[config.mk]
export PLATFORM = sky130hd
export DESIGN_NAME = satc_ram
export DESIGN_NICKNAME = d
export VERILOG_FILES = /design/src/rtl/core/satc_ram.sv
export SDC_FILE = /design/constraint.sdc
export NUM_CORES = 1
export LEC_CHECK = 0
export ABC_AREA = 1
export BUFFER_PORTS_ARGS = -buffer_cell sky130_fd_sc_hd__buf_4
export CORE_ASPECT_RATIO = 1.5
export CORE_MARGIN = 10
export CORE_UTILIZATION = 38
export CTS_CLUSTER_DIAMETER = 60
export CTS_CLUSTER_SIZE = 16
export DETAILED_ROUTE_END_ITERATION = 8
export PLACE_DENSITY = 0.63
export SLEW_MARGIN = 20
export SYNTH_ARGS = -nofsm -noshare
export SYNTH_HDL_FRONTEND = slang
export SYNTH_SLANG_ARGS = --single-unit
[constraint.sdc]
create_clock -name clock -period 1.3 [get_ports clock]
set_input_delay 0 -clock clock [delete_from_list [all_inputs] [get_ports clock]]
set_output_delay 0 -clock clock [all_outputs]
set_load 0.01 [all_outputs]
[src/rtl/core/satc_ram.sv]
module satc_ram #(
   parameter int WIDTH = 8,
   parameter int DEPTH = 16
) (
   input  logic                                      clock,
   input  logic                                      wr_en,
   input  logic [(DEPTH > 1 ? $clog2(DEPTH) : 1)-1:0] wr_addr,
   input  logic [WIDTH-1:0]                          wr_data,
   input  logic                                      rd_en,
   input  logic [(DEPTH > 1 ? $clog2(DEPTH) : 1)-1:0] rd_addr,
   output logic [WIDTH-1:0]                          rd_data
);

   logic [WIDTH-1:0] mem [DEPTH];

   always_ff @(posedge clock) begin
      if (wr_en) begin
         mem[wr_addr] <= wr_data;
      end
      if (rd_en) begin
         rd_data <= mem[rd_addr];
      end
   end

endmodule

==> results.md <==
- Clk sinks: 136
- DR pass1 iterations: 4
- Synth area leader: edfxtp_1
- Grt ovf: 0
- Post-synth top cells: 173 x nand2_1, 136 x edfxtp_1, 100 x inv_1, 97 x nand3_1, 17 x nor2_1
- Vias in the first global route: 3959
- Layout Cells excl Fill: 816
- Global-route wire length before repair: 21400 um
- Final WL: 14000 um
- Maxcap violations: 0
- WL per Instance: 17.1 um
- VDD IR max: 0.000621 V
- FF-to-FF End: rd_data[0]
- Crit path from: mem[6][0]
- Critical setup path kind: flip-flop to flip-flop
- Core footprint: 15100 um^2
- Starting density of the core: 38.8%
- Final Skew: 0.00686 ns
- Critical R2R Launch: mem[6][0]
- Cell Int Power: 8.55 mW
- CTS Root Cell: clkbuf_16
- All-layer global routing usage: 13.8%
- Max clock buf depth: 2
- Pin count of the biggest net entering global routing: 65
- Buffers on Ports: 26
- TritonCTS clock tree: built
- Setup violators final: 0
- CTS buffer count: 17
- Residual DRC: 0
- CP endpoint kind: flip-flop
- NetSw: 2.25 mW
- Seq/Total Area, Yosys: 69.8%
- Slew @ Worst Pin: 0.419 ns
- Prevailing post-synth register cell: edfxtp_1
- Sequential share of power: 46.0%
- Die Height: 172 um
- Placer congestion estimate: 0.853
- Synthesized Nets: 570
- HP Class: input pin to flip-flop
- Max Slew Vio Count: 0
- Final net count: 623
- DPL Wire Length: 8880 um
- Initial antenna violation count: 0
- Period Utilization, post-route: 94.0%
- Die Wd: 121 um
- Sw Ratio: 20.8%
- Reg2Reg Setup Slack: 0.08 ns
- Most numerous cell in the Yosys netlist: nand2_1
- Setup tns final: 0 ns
- Core Rows: 55
- Worst-Skew Late Latency: 0.41 ns
- Ant diodes: 0
- Reg clk slew, reported paths: 0.06 ns
- RSZ-0062 raised after global routing: false
- Slew Limit Headroom: 72.1%
- Post-layout minimum cycle time: 1.22 ns
- I/O Pins: 27
- # resized after CTS: 0
- Via density: 4.83
- R2R depth: 6
- Post-synthesis async set-or-reset flop share: 0%
- 1st-iter DRT viols: 345
- Flops & latches, synth: 136
- Antenna violation net count after detailed routing: 0
- Post-synth EDFFs: 136
- Final Power: 10.8 mW
- Post-Syn Area: 5850 um^2
- Leakage: 3.03 nW
- CP endpoint: rd_data[0]
- Max Fclk: 819 MHz
- Mean Syn Cell Area: 10.6 um^2
- Die Footprint: 20900 um^2
- Area grow syn2layout: 21.0%
- Via count: 3938
- CTS H-tree depth: 4
- Yosys cell types: 11
- Worst path required time: 1.45 ns
- Critical Path AT: 1.38 ns
- Share of cells above drive strength 1: 12.8%
- Status: complete, no violations
- Clock power share: 47.7%
- Startpoint type of the worst setup path: flip-flop
- Crit-path max FO: 1
- Top cells by area, synth: edfxtp_1 70%, nand2_1 11%, nand3_1 8.3%, inv_1 6.4%, buf_6 1.2%
- Comb power frac: 6.3%
- Pwr Density: 1530 nW/um^2
- Placed insts: 774
- Endpoints failing hold: 0
- Yosys top cell area share: 69.8%
- Post-synthesis cell count: 551
- Synth Warn #: 0
==> worst max-delay path: stages, from the launching register on <==
cell	delay, ns
edfxtp_1	0.36
inv_1	0.06
nand2_1	0.05
nand3_1	0.08
nand3_1	0.16
nand3_1	0.16
nand2_1	0.09
==> power groups by stage <==
stage                     logic [mW]  registers, mW  clock network [mW]
after CTS                      0.680           4.97                5.20
final                          0.675           4.97                5.15
after global placement         0.638           5.06                   0
after detailed placement       0.652           5.06                   0
after floorplan                0.346           5.06                   0
after global routing           0.744           4.98                5.36
==> cell usage in the layout (no fill, tap or decap), drive strengths merged <==
| cell type | Yosys | layout |
|---|---|---|
| clkbuf | 0 | 18 |
| dlygate4sd3 | 0 | 10 |
| nand2 | 173 | 173 |
| clkinv | 0 | 7 |
| inv | 102 | 102 |
| clkinvlp | 0 | 2 |
| nor2 | 17 | 17 |
| nand3 | 97 | 97 |
| buf | 24 | 48 |
| bufinv | 0 | 5 |
| edfxtp | 136 | 136 |
| nand3b | 2 | 2 |
==> routing by layer <==
| metal | share of wire (%) | wire length [um] | up-vias | track usage, % |
|---|---|---|---|---|
| li1 | - | - | 1884 | - |
| met1 | 38 | 5330 | 1907 | 14.8 |
| met2 | 53 | 7440 | 121 | 24.9 |
| met3 | 5.6 | 786 | 26 | 3.20 |
| met4 | 3.0 | 417 | 0 | 6.03 |
| met5 | 0 | 0 | - | 0 |
==> repair_timing <==
| item | in CTS | in global routing |
|---|---|---|
| endpoints found under the hold margin | 137 | 0 |
| hold buffers | 10 | 0 |
| buffers inserted | 0 | 0 |
==> through the flow <==
| stage | setup slack [ns] | hold slack [ns] | utilization, % | instance area [um^2] |
|---|---|---|---|---|
| 2_1_floorplan | 0.349 | 0.0989 | - | 5850 |
| 3_3_place_gp | 0.0748 | 0.327 | 42.1 | 6340 |
| 3_5_place_dp | 0.0693 | 0.330 | 42.1 | 6340 |
| 4_1_cts | 0.0898 | 0.105 | 46.9 | 7070 |
| 5_1_grt | 0.0173 | 0.141 | 46.9 | 7070 |
| 6_report | 0.0786 | 0.117 | 46.9 | 7070 |
==> flip-flops by register name, indices dropped and copies added, names as in the netlist <==
register	flops
mem	128
rd_data	8
==> kinds of logic (layout without fill, tap and decap cells) <==
group,after synthesis,in the layout,share of synthesized area [%]
buffers and inverters,126,192,9.39
and+or+nand+nor,289,289,20.8
DFF,136,136,69.8
==> cell type report <==
cell class	count	area [um^2]
fillers	1373	8000
clock inverters	14	205
well taps	199	249
flip-flops and latches	136	4080
inverters	102	383
repair buffers	58	510
clock buffers	18	429
multi-input cells	289	1210
==> worst min-delay path by stage <==
stage               depth (start not counted)    endpoint       start
finish                                      4  rd_data[4]  rd_addr[2]
CTS                                         4  rd_data[4]  rd_addr[2]
global placement                            1  rd_data[0]       rd_en
floorplan                                   0   mem[0][0]  wr_data[0]
detailed placement                          1  rd_data[0]       rd_en
global route                                4  rd_data[7]  rd_addr[2]
Power figures use the tool's default switching activity.
