## config.mk

```make
export PLATFORM = sky130hd
export DESIGN_NAME = satc_set_update
export DESIGN_NICKNAME = d
export VERILOG_FILES = /design/src/rtl/core/satc_pkg.sv /design/src/rtl/core/satc_set_update.sv
export SDC_FILE = /design/constraint.sdc
export NUM_CORES = 1
export LEC_CHECK = 0
export BUFFER_PORTS_ARGS = -buffer_cell sky130_fd_sc_hd__clkbuf_2
export CAP_MARGIN = 20
export CORE_AREA = 5 5 242 244
export DETAILED_ROUTE_END_ITERATION = 16
export DIE_AREA = 0 0 247 249
export PLACE_DENSITY = 0.44
export SLEW_MARGIN = 20
export SYNTH_ARGS = -nofsm -noshare
export SYNTH_HDL_FRONTEND = slang
export SYNTH_SLANG_ARGS = --single-unit
```

## constraint.sdc

```tcl
create_clock -name vclk -period 8.3
set_clock_uncertainty 0.1 [all_clocks]
set_input_delay 1.66 -clock vclk [all_inputs]
set_output_delay 1.66 -clock vclk [all_outputs]
set_load 0.05 [all_outputs]
```

## src/rtl/core/satc_pkg.sv

```systemverilog
package satc_pkg;

   // Field widths of the two channels and the configuration port
   localparam int ADDRESS_W = 32;
   localparam int CNT_W     = 32;
   localparam int CSR_IDX_W = 2;
   localparam int CSR_DAT_W = 5;

   // Per-way recency rank
   localparam int                RANK_W    = 4;
   localparam logic [RANK_W-1:0] RANK_TOP  = 4'd15;
   // Old rank of a way that was free or is being replaced: above every stored rank
   localparam logic [RANK_W:0]   RANK_NONE = 5'd16;

   // Register reset values
   localparam logic [4:0] CACHE_SIZE_RST = 5'd13;
   localparam logic [3:0] BLOCK_SIZE_RST = 4'd4;
   localparam logic [1:0] WAYS_RST       = 2'd2;
   localparam logic       FIFO_MODE_RST  = 1'b0;

   typedef enum logic [CSR_IDX_W-1:0] {
      CSR_CACHE_SIZE = 2'd0,
      CSR_BLOCK_SIZE = 2'd1,
      CSR_WAYS       = 2'd2,
      CSR_FIFO_MODE  = 2'd3
   } csr_index_type;

   typedef enum logic [1:0] {
      ST_CLEAR,
      ST_IDLE,
      ST_LOOKUP
   } state_type;

   // Control from the lookup stage to the set update logic
   typedef struct packed {
      logic       fifo_mode;
      logic [4:0] ways_num;
   } upd_ctl_type;

endpackage

```

## src/rtl/core/satc_set_update.sv

```systemverilog
module satc_set_update import satc_pkg::*; #(
   parameter int TAG_W    = 32,
   parameter int MAX_WAYS = 8
) (
   input  upd_ctl_type                           ctl,
   input  logic [TAG_W-1:0]                      tag,
   input  logic [MAX_WAYS*(1+TAG_W+RANK_W)-1:0]  row_rd,
   output logic [MAX_WAYS*(1+TAG_W+RANK_W)-1:0]  row_wr,
   output logic                                  hit
);

   localparam int ENT_W = 1 + TAG_W + RANK_W;

   logic [MAX_WAYS-1:0] vld;
   logic [MAX_WAYS-1:0] in_use;
   logic [MAX_WAYS-1:0] match;
   logic [MAX_WAYS-1:0] free;
   logic [MAX_WAYS-1:0] is_max;
   logic [MAX_WAYS-1:0] match_oh;
   logic [MAX_WAYS-1:0] free_oh;
   logic [MAX_WAYS-1:0] keep_oh;
   logic [TAG_W-1:0]    tags  [MAX_WAYS];
   logic [RANK_W-1:0]   ranks [MAX_WAYS];
   logic [RANK_W-1:0]   hit_rank;
   logic [RANK_W:0]     old_rank;
   logic                any_free;
   logic                seen_match;
   logic                seen_free;

   // Unpack the set: rank in the low bits, then tag, valid on top
   always_comb begin
      for (int w = 0; w < MAX_WAYS; w++) begin
         vld[w]    = row_rd[w*ENT_W + ENT_W - 1];
         tags[w]   = row_rd[w*ENT_W + RANK_W +: TAG_W];
         ranks[w]  = row_rd[w*ENT_W +: RANK_W];
         in_use[w] = 5'(w) < ctl.ways_num;
         match[w]  = in_use[w] && vld[w] && (tags[w] == tag);
         free[w]   = in_use[w] && !vld[w];
      end
   end

   // Victim: highest rank, lowest way on a tie
   always_comb begin
      for (int w = 0; w < MAX_WAYS; w++) begin
         is_max[w] = in_use[w];
         for (int v = 0; v < MAX_WAYS; v++) begin
            if (in_use[v] && (v < w) && !(ranks[v] < ranks[w])) begin
               is_max[w] = 1'b0;
            end
            if (in_use[v] && (v > w) && (ranks[v] > ranks[w])) begin
               is_max[w] = 1'b0;
            end
         end
      end
   end

   // Lowest matching way and lowest free way
   always_comb begin
      seen_match = 1'b0;
      seen_free  = 1'b0;
      hit_rank   = '0;
      for (int w = 0; w < MAX_WAYS; w++) begin
         match_oh[w] = match[w] && !seen_match;
         free_oh[w]  = free[w] && !seen_free;
         seen_match  = seen_match || match[w];
         seen_free   = seen_free || free[w];
         if (match_oh[w]) begin
            hit_rank = hit_rank | ranks[w];
         end
      end
   end

   assign hit      = |match;
   assign any_free = |free;
   assign keep_oh  = hit ? match_oh : (any_free ? free_oh : is_max);
   assign old_rank = hit ? {1'b0, hit_rank} : RANK_NONE;

   always_comb begin
      row_wr = row_rd;
      if (!(hit && ctl.fifo_mode)) begin
         for (int w = 0; w < MAX_WAYS; w++) begin
            if (keep_oh[w]) begin
               row_wr[w*ENT_W +: ENT_W] = {1'b1, tag, {RANK_W{1'b0}}};
            end else if (in_use[w] && vld[w] && ({1'b0, ranks[w]} < old_rank)
                         && (ranks[w] != RANK_TOP)) begin
               row_wr[w*ENT_W +: RANK_W] = ranks[w] + 1'b1;
            end
         end
      end
   end

endmodule

```

==> results.sh, run 1 <==
export IMPL_run_status="complete, no violations"
export IMPL_die_w_um=247
export IMPL_busiest_layer="met2"
export IMPL_setup_viol=0
export IMPL_fillers=6154
export IMPL_dp_slack_ns=-0.5636
export IMPL_overflow=0
export IMPL_wl_per_cell_um=31.05
export IMPL_crit_required_ns=6.54
export IMPL_setup_ws_ns=0.1034
export IMPL_slew_headroom=0.3626
export IMPL_drive_above_1_share=0.5186
export IMPL_grt_start_max_net_pins=41
export IMPL_tightest_slew_ns=0.9525
export IMPL_drc=0
export IMPL_grtUsageMet3=0.04249
export IMPL_nets=2654
export IMPL_place_gp_congestion=0.9893
export IMPL_track_usage=0.2812
export IMPL_p_leak_nw=8.279
export IMPL_ir_drop_mv=0.08586
export IMPL_initial_core_util=0.2042
export IMPL_min_period_ns=8.197
export IMPL_hold_buffers=0
export IMPL_hold_viol_final=0
export IMPL_grt_pass1_wl_um=125400
export IMPL_syn2layout_area_growth_pct=52.97
export IMPL_min_to="row_wr[84]"
export IMPL_antenna_found_initial=19
export IMPL_nClkBuffers=0
export IMPL_drtPass1Iterations=6
export IMPL_endpoint_kind="primary output"
export IMPL_syn_cell_area_sq_um=11450
export IMPL_max_freq_mhz=122.0
export IMPL_synthDistinctLibCells=81
export IMPL_met1_usage=0.3586
export IMPL_avgSynthCellArea_sq_um=7.721
export IMPL_crit_arrival_ns=6.44
export IMPL_fin_crit_sh=0.9875
export IMPL_rows=87
export IMPL_crit_type="input port to primary output"
export IMPL_register_area_sq_um=0
export IMPL_postRouteWirelength_um=92090
export IMPL_grt_pass1_vias=15490
export IMPL_drt_iter0_drc=1162
export IMPL_globalRouteMet2Util=0.4939
export IMPL_slew_violations=0
export IMPL_power_density_nw_per_um2=80.27
export IMPL_cap_viol_max_count=0
export IMPL_io_pins=631
export IMPL_hp_class="input port to primary output"
export IMPL_syn_num_nets=1933
export IMPL_worstHoldStart="row_rd[84]"
export IMPL_seq_cells=0
export IMPL_start_kind="input port"
export IMPL_ant_nets=0
export IMPL_synth_cells=1483
export IMPL_num_vias=15270
export IMPL_hold_depth=4
export IMPL_die_h_um=249
export IMPL_hpwl_um=79770
export IMPL_yosysSeqAreaShare=0
export IMPL_fp_coreArea_sq_um=56060
export IMPL_viasPerCell=5.150
export IMPL_fp_dieArea_sq_um=61500
export IMPL_cp_max_fo=6
export IMPL_ys_warn_count=0
export IMPL_portBuffers=631
export IMPL_fin_setup_tns_ns=0
## area by class of cell
type	instances	area, sq um	share of cell area
Timing Repair Buffer	833	5363	0.3062
Inverter	37	138.9	0.007930
Multi-Input combinational cell	1332	11050	0.6307
Antenna cell	8	20.02	0.001143
Tap cell	756	945.9	0.05401
## worst max path at each step
stage / to / slack, ns / start
floorplan: row_wr[38] / 0.006 / tag[6]
global placement: row_wr[225] / -0.58 / tag[18]
detailed placement: row_wr[38] / -0.56 / tag[18]
CTS: row_wr[224] / 0.003 / tag[8]
global route: row_wr[188] / -0.006 / tag[30]
finish: row_wr[3] / 0.10 / tag[18]
## routing by layer
metal | wire length, um | up-vias
met3 | 6000 | 108
met5 | 80 | -
li1 | - | 6876
met4 | 3203 | 12
met2 | 44880 | 721
met1 | 37920 | 7557
## cells by family (layout without fill, tap and decap cells)
family          Yosys count  in the layout  share of synthesized area
xor+xnor                257            257                     0.1966
mux                     243            243                     0.2462
buf+inv                 151            870                    0.06043
compound gates          238            238                     0.1385
fa+ha+maj               116            116                     0.1268
other cells               0              8                          0
simple gates            478            478                     0.2316
## cell usage in the layout, fill, tap and decap left out, drive strengths merged, types with 17 or more instances in the layout
cell,n
a21o,32
nand4,64
mux2i,18
or3,17
clkbuf,596
nor3,18
mux2,225
nor2,49
nand2b,32
o21ai,59
nand3,21
xnor2,147
ha,116
xor2,110
buf,237
inv,37
nor4,58
a21oi,58
nand2,156
## Yosys cell counts (all sizes together), types with 9 or more instances
cell type / count / area, sq um
a211oi: 9 / 67.56
a21boi: 9 / 67.57
a21o: 32 / 240.2
a21oi: 58 / 294.0
a22oi: 10 / 80.07
a31oi: 9 / 56.30
buf: 80 / 422.9
clkbuf: 34 / 130.1
ha: 116 / 1451
inv: 37 / 138.9
mux2: 225 / 2639
mux2i: 18 / 180.2
nand2: 156 / 588.1
nand2b: 32 / 200.2
nand3: 21 / 105.1
nand4: 64 / 400.4
nor2: 49 / 210.2
nor3: 18 / 128.9
nor4: 58 / 411.7
o21ai: 59 / 295.3
o31ai: 9 / 86.33
or3: 17 / 106.4
or4: 12 / 93.84
xnor2: 147 / 1287
xor2: 110 / 963.4
## metrics by stage
stage / utilization / cell area [sq um] / instances / hold slack (ns) / total power [W]
after floorplan: - / 11480 / 1483 / 3.443 / 0.0008058
after global placement: 0.3070 / 17210 / 2955 / 3.634 / 0.001383
after detailed placement: 0.3070 / 17210 / 2955 / 3.635 / 0.001384
after CTS: 0.3085 / 17290 / 2957 / 3.635 / 0.001391
after global routing: 0.3122 / 17500 / 2960 / 3.652 / 0.001466
final: 0.3124 / 17510 / 2966 / 3.634 / 0.001406
## timing repair
action | 4_1_cts | 5_1_grt
endpoints found under the hold margin | 0 | 0
gates resized for setup | 17 | 47
buffers inserted | 2 | 2
pin swaps | 1 | 16
endpoints found under the setup margin | 32 | 31
## power by group
group,switching (W),internal (W)
clock,0,0.000000000114
combinational,0.000940,0.000466
sequential,0,0
total,0.000940,0.000466
## critical path, stage by stage
cell and delay (ns):
buf_4 0.17, xor2_2 0.20, or4_4 0.50, or4_4 0.55, nor4_4 0.32, buf_4 0.16, buf_4 0.13, nand2_1 0.05
o21ai_0 0.18, mux2i_1 0.15, nand3_1 0.17, a21oi_4 0.06, buf_12 0.14, buf_4 0.13, ha_1 0.28, and3_1 0.21
a2111oi_4 0.36, buf_4 0.19, o21ai_2 0.08, or3_1 0.38, a21oi_2 0.20, buf_12 0.16
Power figures use the tool's default switching activity.
==> run 2: changes to the inputs <==
--- a/config.mk
+++ b/config.mk
@@ -10,6 +10,7 @@
 export CORE_AREA = 5 5 242 244
 export DETAILED_ROUTE_END_ITERATION = 16
 export DIE_AREA = 0 0 247 249
+export GPL_TIMING_DRIVEN = 0
 export PLACE_DENSITY = 0.44
 export SLEW_MARGIN = 20
 export SYNTH_ARGS = -nofsm -noshare
==> results.sh, run 2 (synthesized netlist as in run 1, its figures left out) <==
export IMPL_p_int_w=0.0003824
export IMPL_cap_viol_max_count=0
export IMPL_setup_ws_ns=0.07930
export IMPL_dp_slack_ns=-1.854
export IMPL_initial_core_util=0.2042
export IMPL_num_vias=15250
export IMPL_slew_violations=0
export IMPL_run_status="complete, no violations"
export IMPL_tightest_slew_ns=1.244
export IMPL_min_to="row_wr[102]"
export IMPL_cp_max_fo=10
export IMPL_p_leak_nw=7.567
export IMPL_syn2layout_area_growth_pct=42.07
export IMPL_track_usage=0.2996
export IMPL_seq_cells=0
export IMPL_io_pins=631
export IMPL_die_w_um=247
export IMPL_portBuffers=596
export IMPL_fin_crit_sh=0.9904
export IMPL_grt_pass1_wl_um=131300
export IMPL_postRouteWirelength_um=98360
export IMPL_grt_start_max_net_pins=14
export IMPL_register_area_sq_um=0
export IMPL_clkPwrFrac=0
export IMPL_rows=87
export IMPL_slew_headroom=0.1620
export IMPL_fp_coreArea_sq_um=56060
export IMPL_nClkBuffers=0
export IMPL_hold_depth=4
export IMPL_final_common_cell="clkbuf_2"
export IMPL_nets=2552
export IMPL_ir_drop_mv=0.07599
export IMPL_switching_share=0.7126
export IMPL_hold_buffers=0
export IMPL_antenna_found_initial=19
export IMPL_hpwl_um=83920
export IMPL_ant_nets=0
export IMPL_overflow=0
export IMPL_combPwrFrac=1.000
export IMPL_die_h_um=249
export IMPL_max_freq_mhz=121.6
export IMPL_place_gp_congestion=0.9508
export IMPL_setup_viol=0
export IMPL_grt_pass1_vias=15410
export IMPL_endpoint_kind="primary output"
export IMPL_start_kind="input port"
export IMPL_crit_arrival_ns=6.46
export IMPL_power_switching_w=0.0009483
export IMPL_drtPass1Iterations=5
export IMPL_hold_viol_final=0
export IMPL_viasPerCell=5.323
export IMPL_crit_type="input port to primary output"
export IMPL_worstHoldStart="row_rd[102]"
export IMPL_drt_iter0_drc=1344
export IMPL_drc=0
export IMPL_wl_per_cell_um=34.34
export IMPL_report_power_total_w=0.001331
export IMPL_final_cell_mix="clkbuf_2 (591), mux2_2 (195), nand2_1 (152)"
export IMPL_power_density_nw_per_um2=81.80
export IMPL_power_frac_seq=0
export IMPL_drive_above_1_share=0.4914
export IMPL_fin_setup_tns_ns=0
export IMPL_hp_class="input port to primary output"
export IMPL_fp_dieArea_sq_um=61500
export IMPL_crit_required_ns=6.54
export IMPL_min_period_ns=8.221
[run 2: final cells by class]
| class | instances | area (sq um) |
|---|---|---|
| Fill cell | 6239 | 39790 |
| Inverter | 37 | 138.9 |
| Multi-Input combinational cell | 1332 | 11200 |
| Timing Repair Buffer | 619 | 3257 |
| Tap cell | 756 | 945.9 |
| Buffer | 112 | 700.7 |
| Antenna cell | 8 | 20.02 |
[run 2: per-layer routing]
metal / vias to the layer above / wire [um] / GRT usage
li1: 6682 / - / -
met1: 7588 / 39120 / 0.3668
met2: 801 / 47190 / 0.5248
met3: 158 / 7552 / 0.06084
met4: 16 / 4401 / 0.09246
met5: - / 101 / 0
[run 2: power by group through the flow]
stage / registers [W] / logic, W / clock network [W]
after floorplan: 0 / 0.000806 / 0
after global placement: 0 / 0.00128 / 0
after detailed placement: 0 / 0.00128 / 0
after CTS: 0 / 0.00131 / 0
final: 0 / 0.00133 / 0.0000000000612
[run 2: worst max-delay path by stage]
| stage | end | startpoint | slack, ns | depth (start not counted) |
|---|---|---|---|---|
| 2_1_floorplan | row_wr[38] | tag[6] | 0.006 | 18 |
| 3_5_place_dp | row_wr[3] | tag[2] | -1.85 | 18 |
| 4_1_cts | row_wr[186] | tag[17] | 0.002 | 20 |
| 5_1_grt | row_wr[39] | tag[22] | -0.02 | 19 |
| 3_3_place_gp | row_wr[1] | tag[25] | -1.95 | 18 |
| 6_report | row_wr[149] | tag[25] | 0.08 | 12 |
[run 2: metrics by stage]
stage               cells  cell area, sq um  hold WS [ns]  utilization
floorplan            1483             11480         3.443            -
global placement     2835             15410         3.642       0.2749
detailed placement   2837             15460         3.646       0.2757
CTS                  2848             15990         3.647       0.2853
global route         2857             16250         3.670       0.2899
finish               2864             16270         3.646       0.2902
[run 2: timing repair]
action,4_1_cts,5_1_grt
pin swaps,14,22
gates resized for setup,117,67
endpoints found under the setup margin,156,33
buffers inserted,12,9
[run 2: worst max-delay path, stage by stage]
cell      delay (ns)
clkbuf_2        0.43
clkbuf_4        0.50
xnor2_1         0.19
nand4_1         0.11
nor4_1          0.42
nand3_1         0.28
or3b_2          0.50
a21oi_1         0.98
nor2_1          0.38
a21oi_1         0.38
mux2i_1         0.28
clkbuf_2        0.32
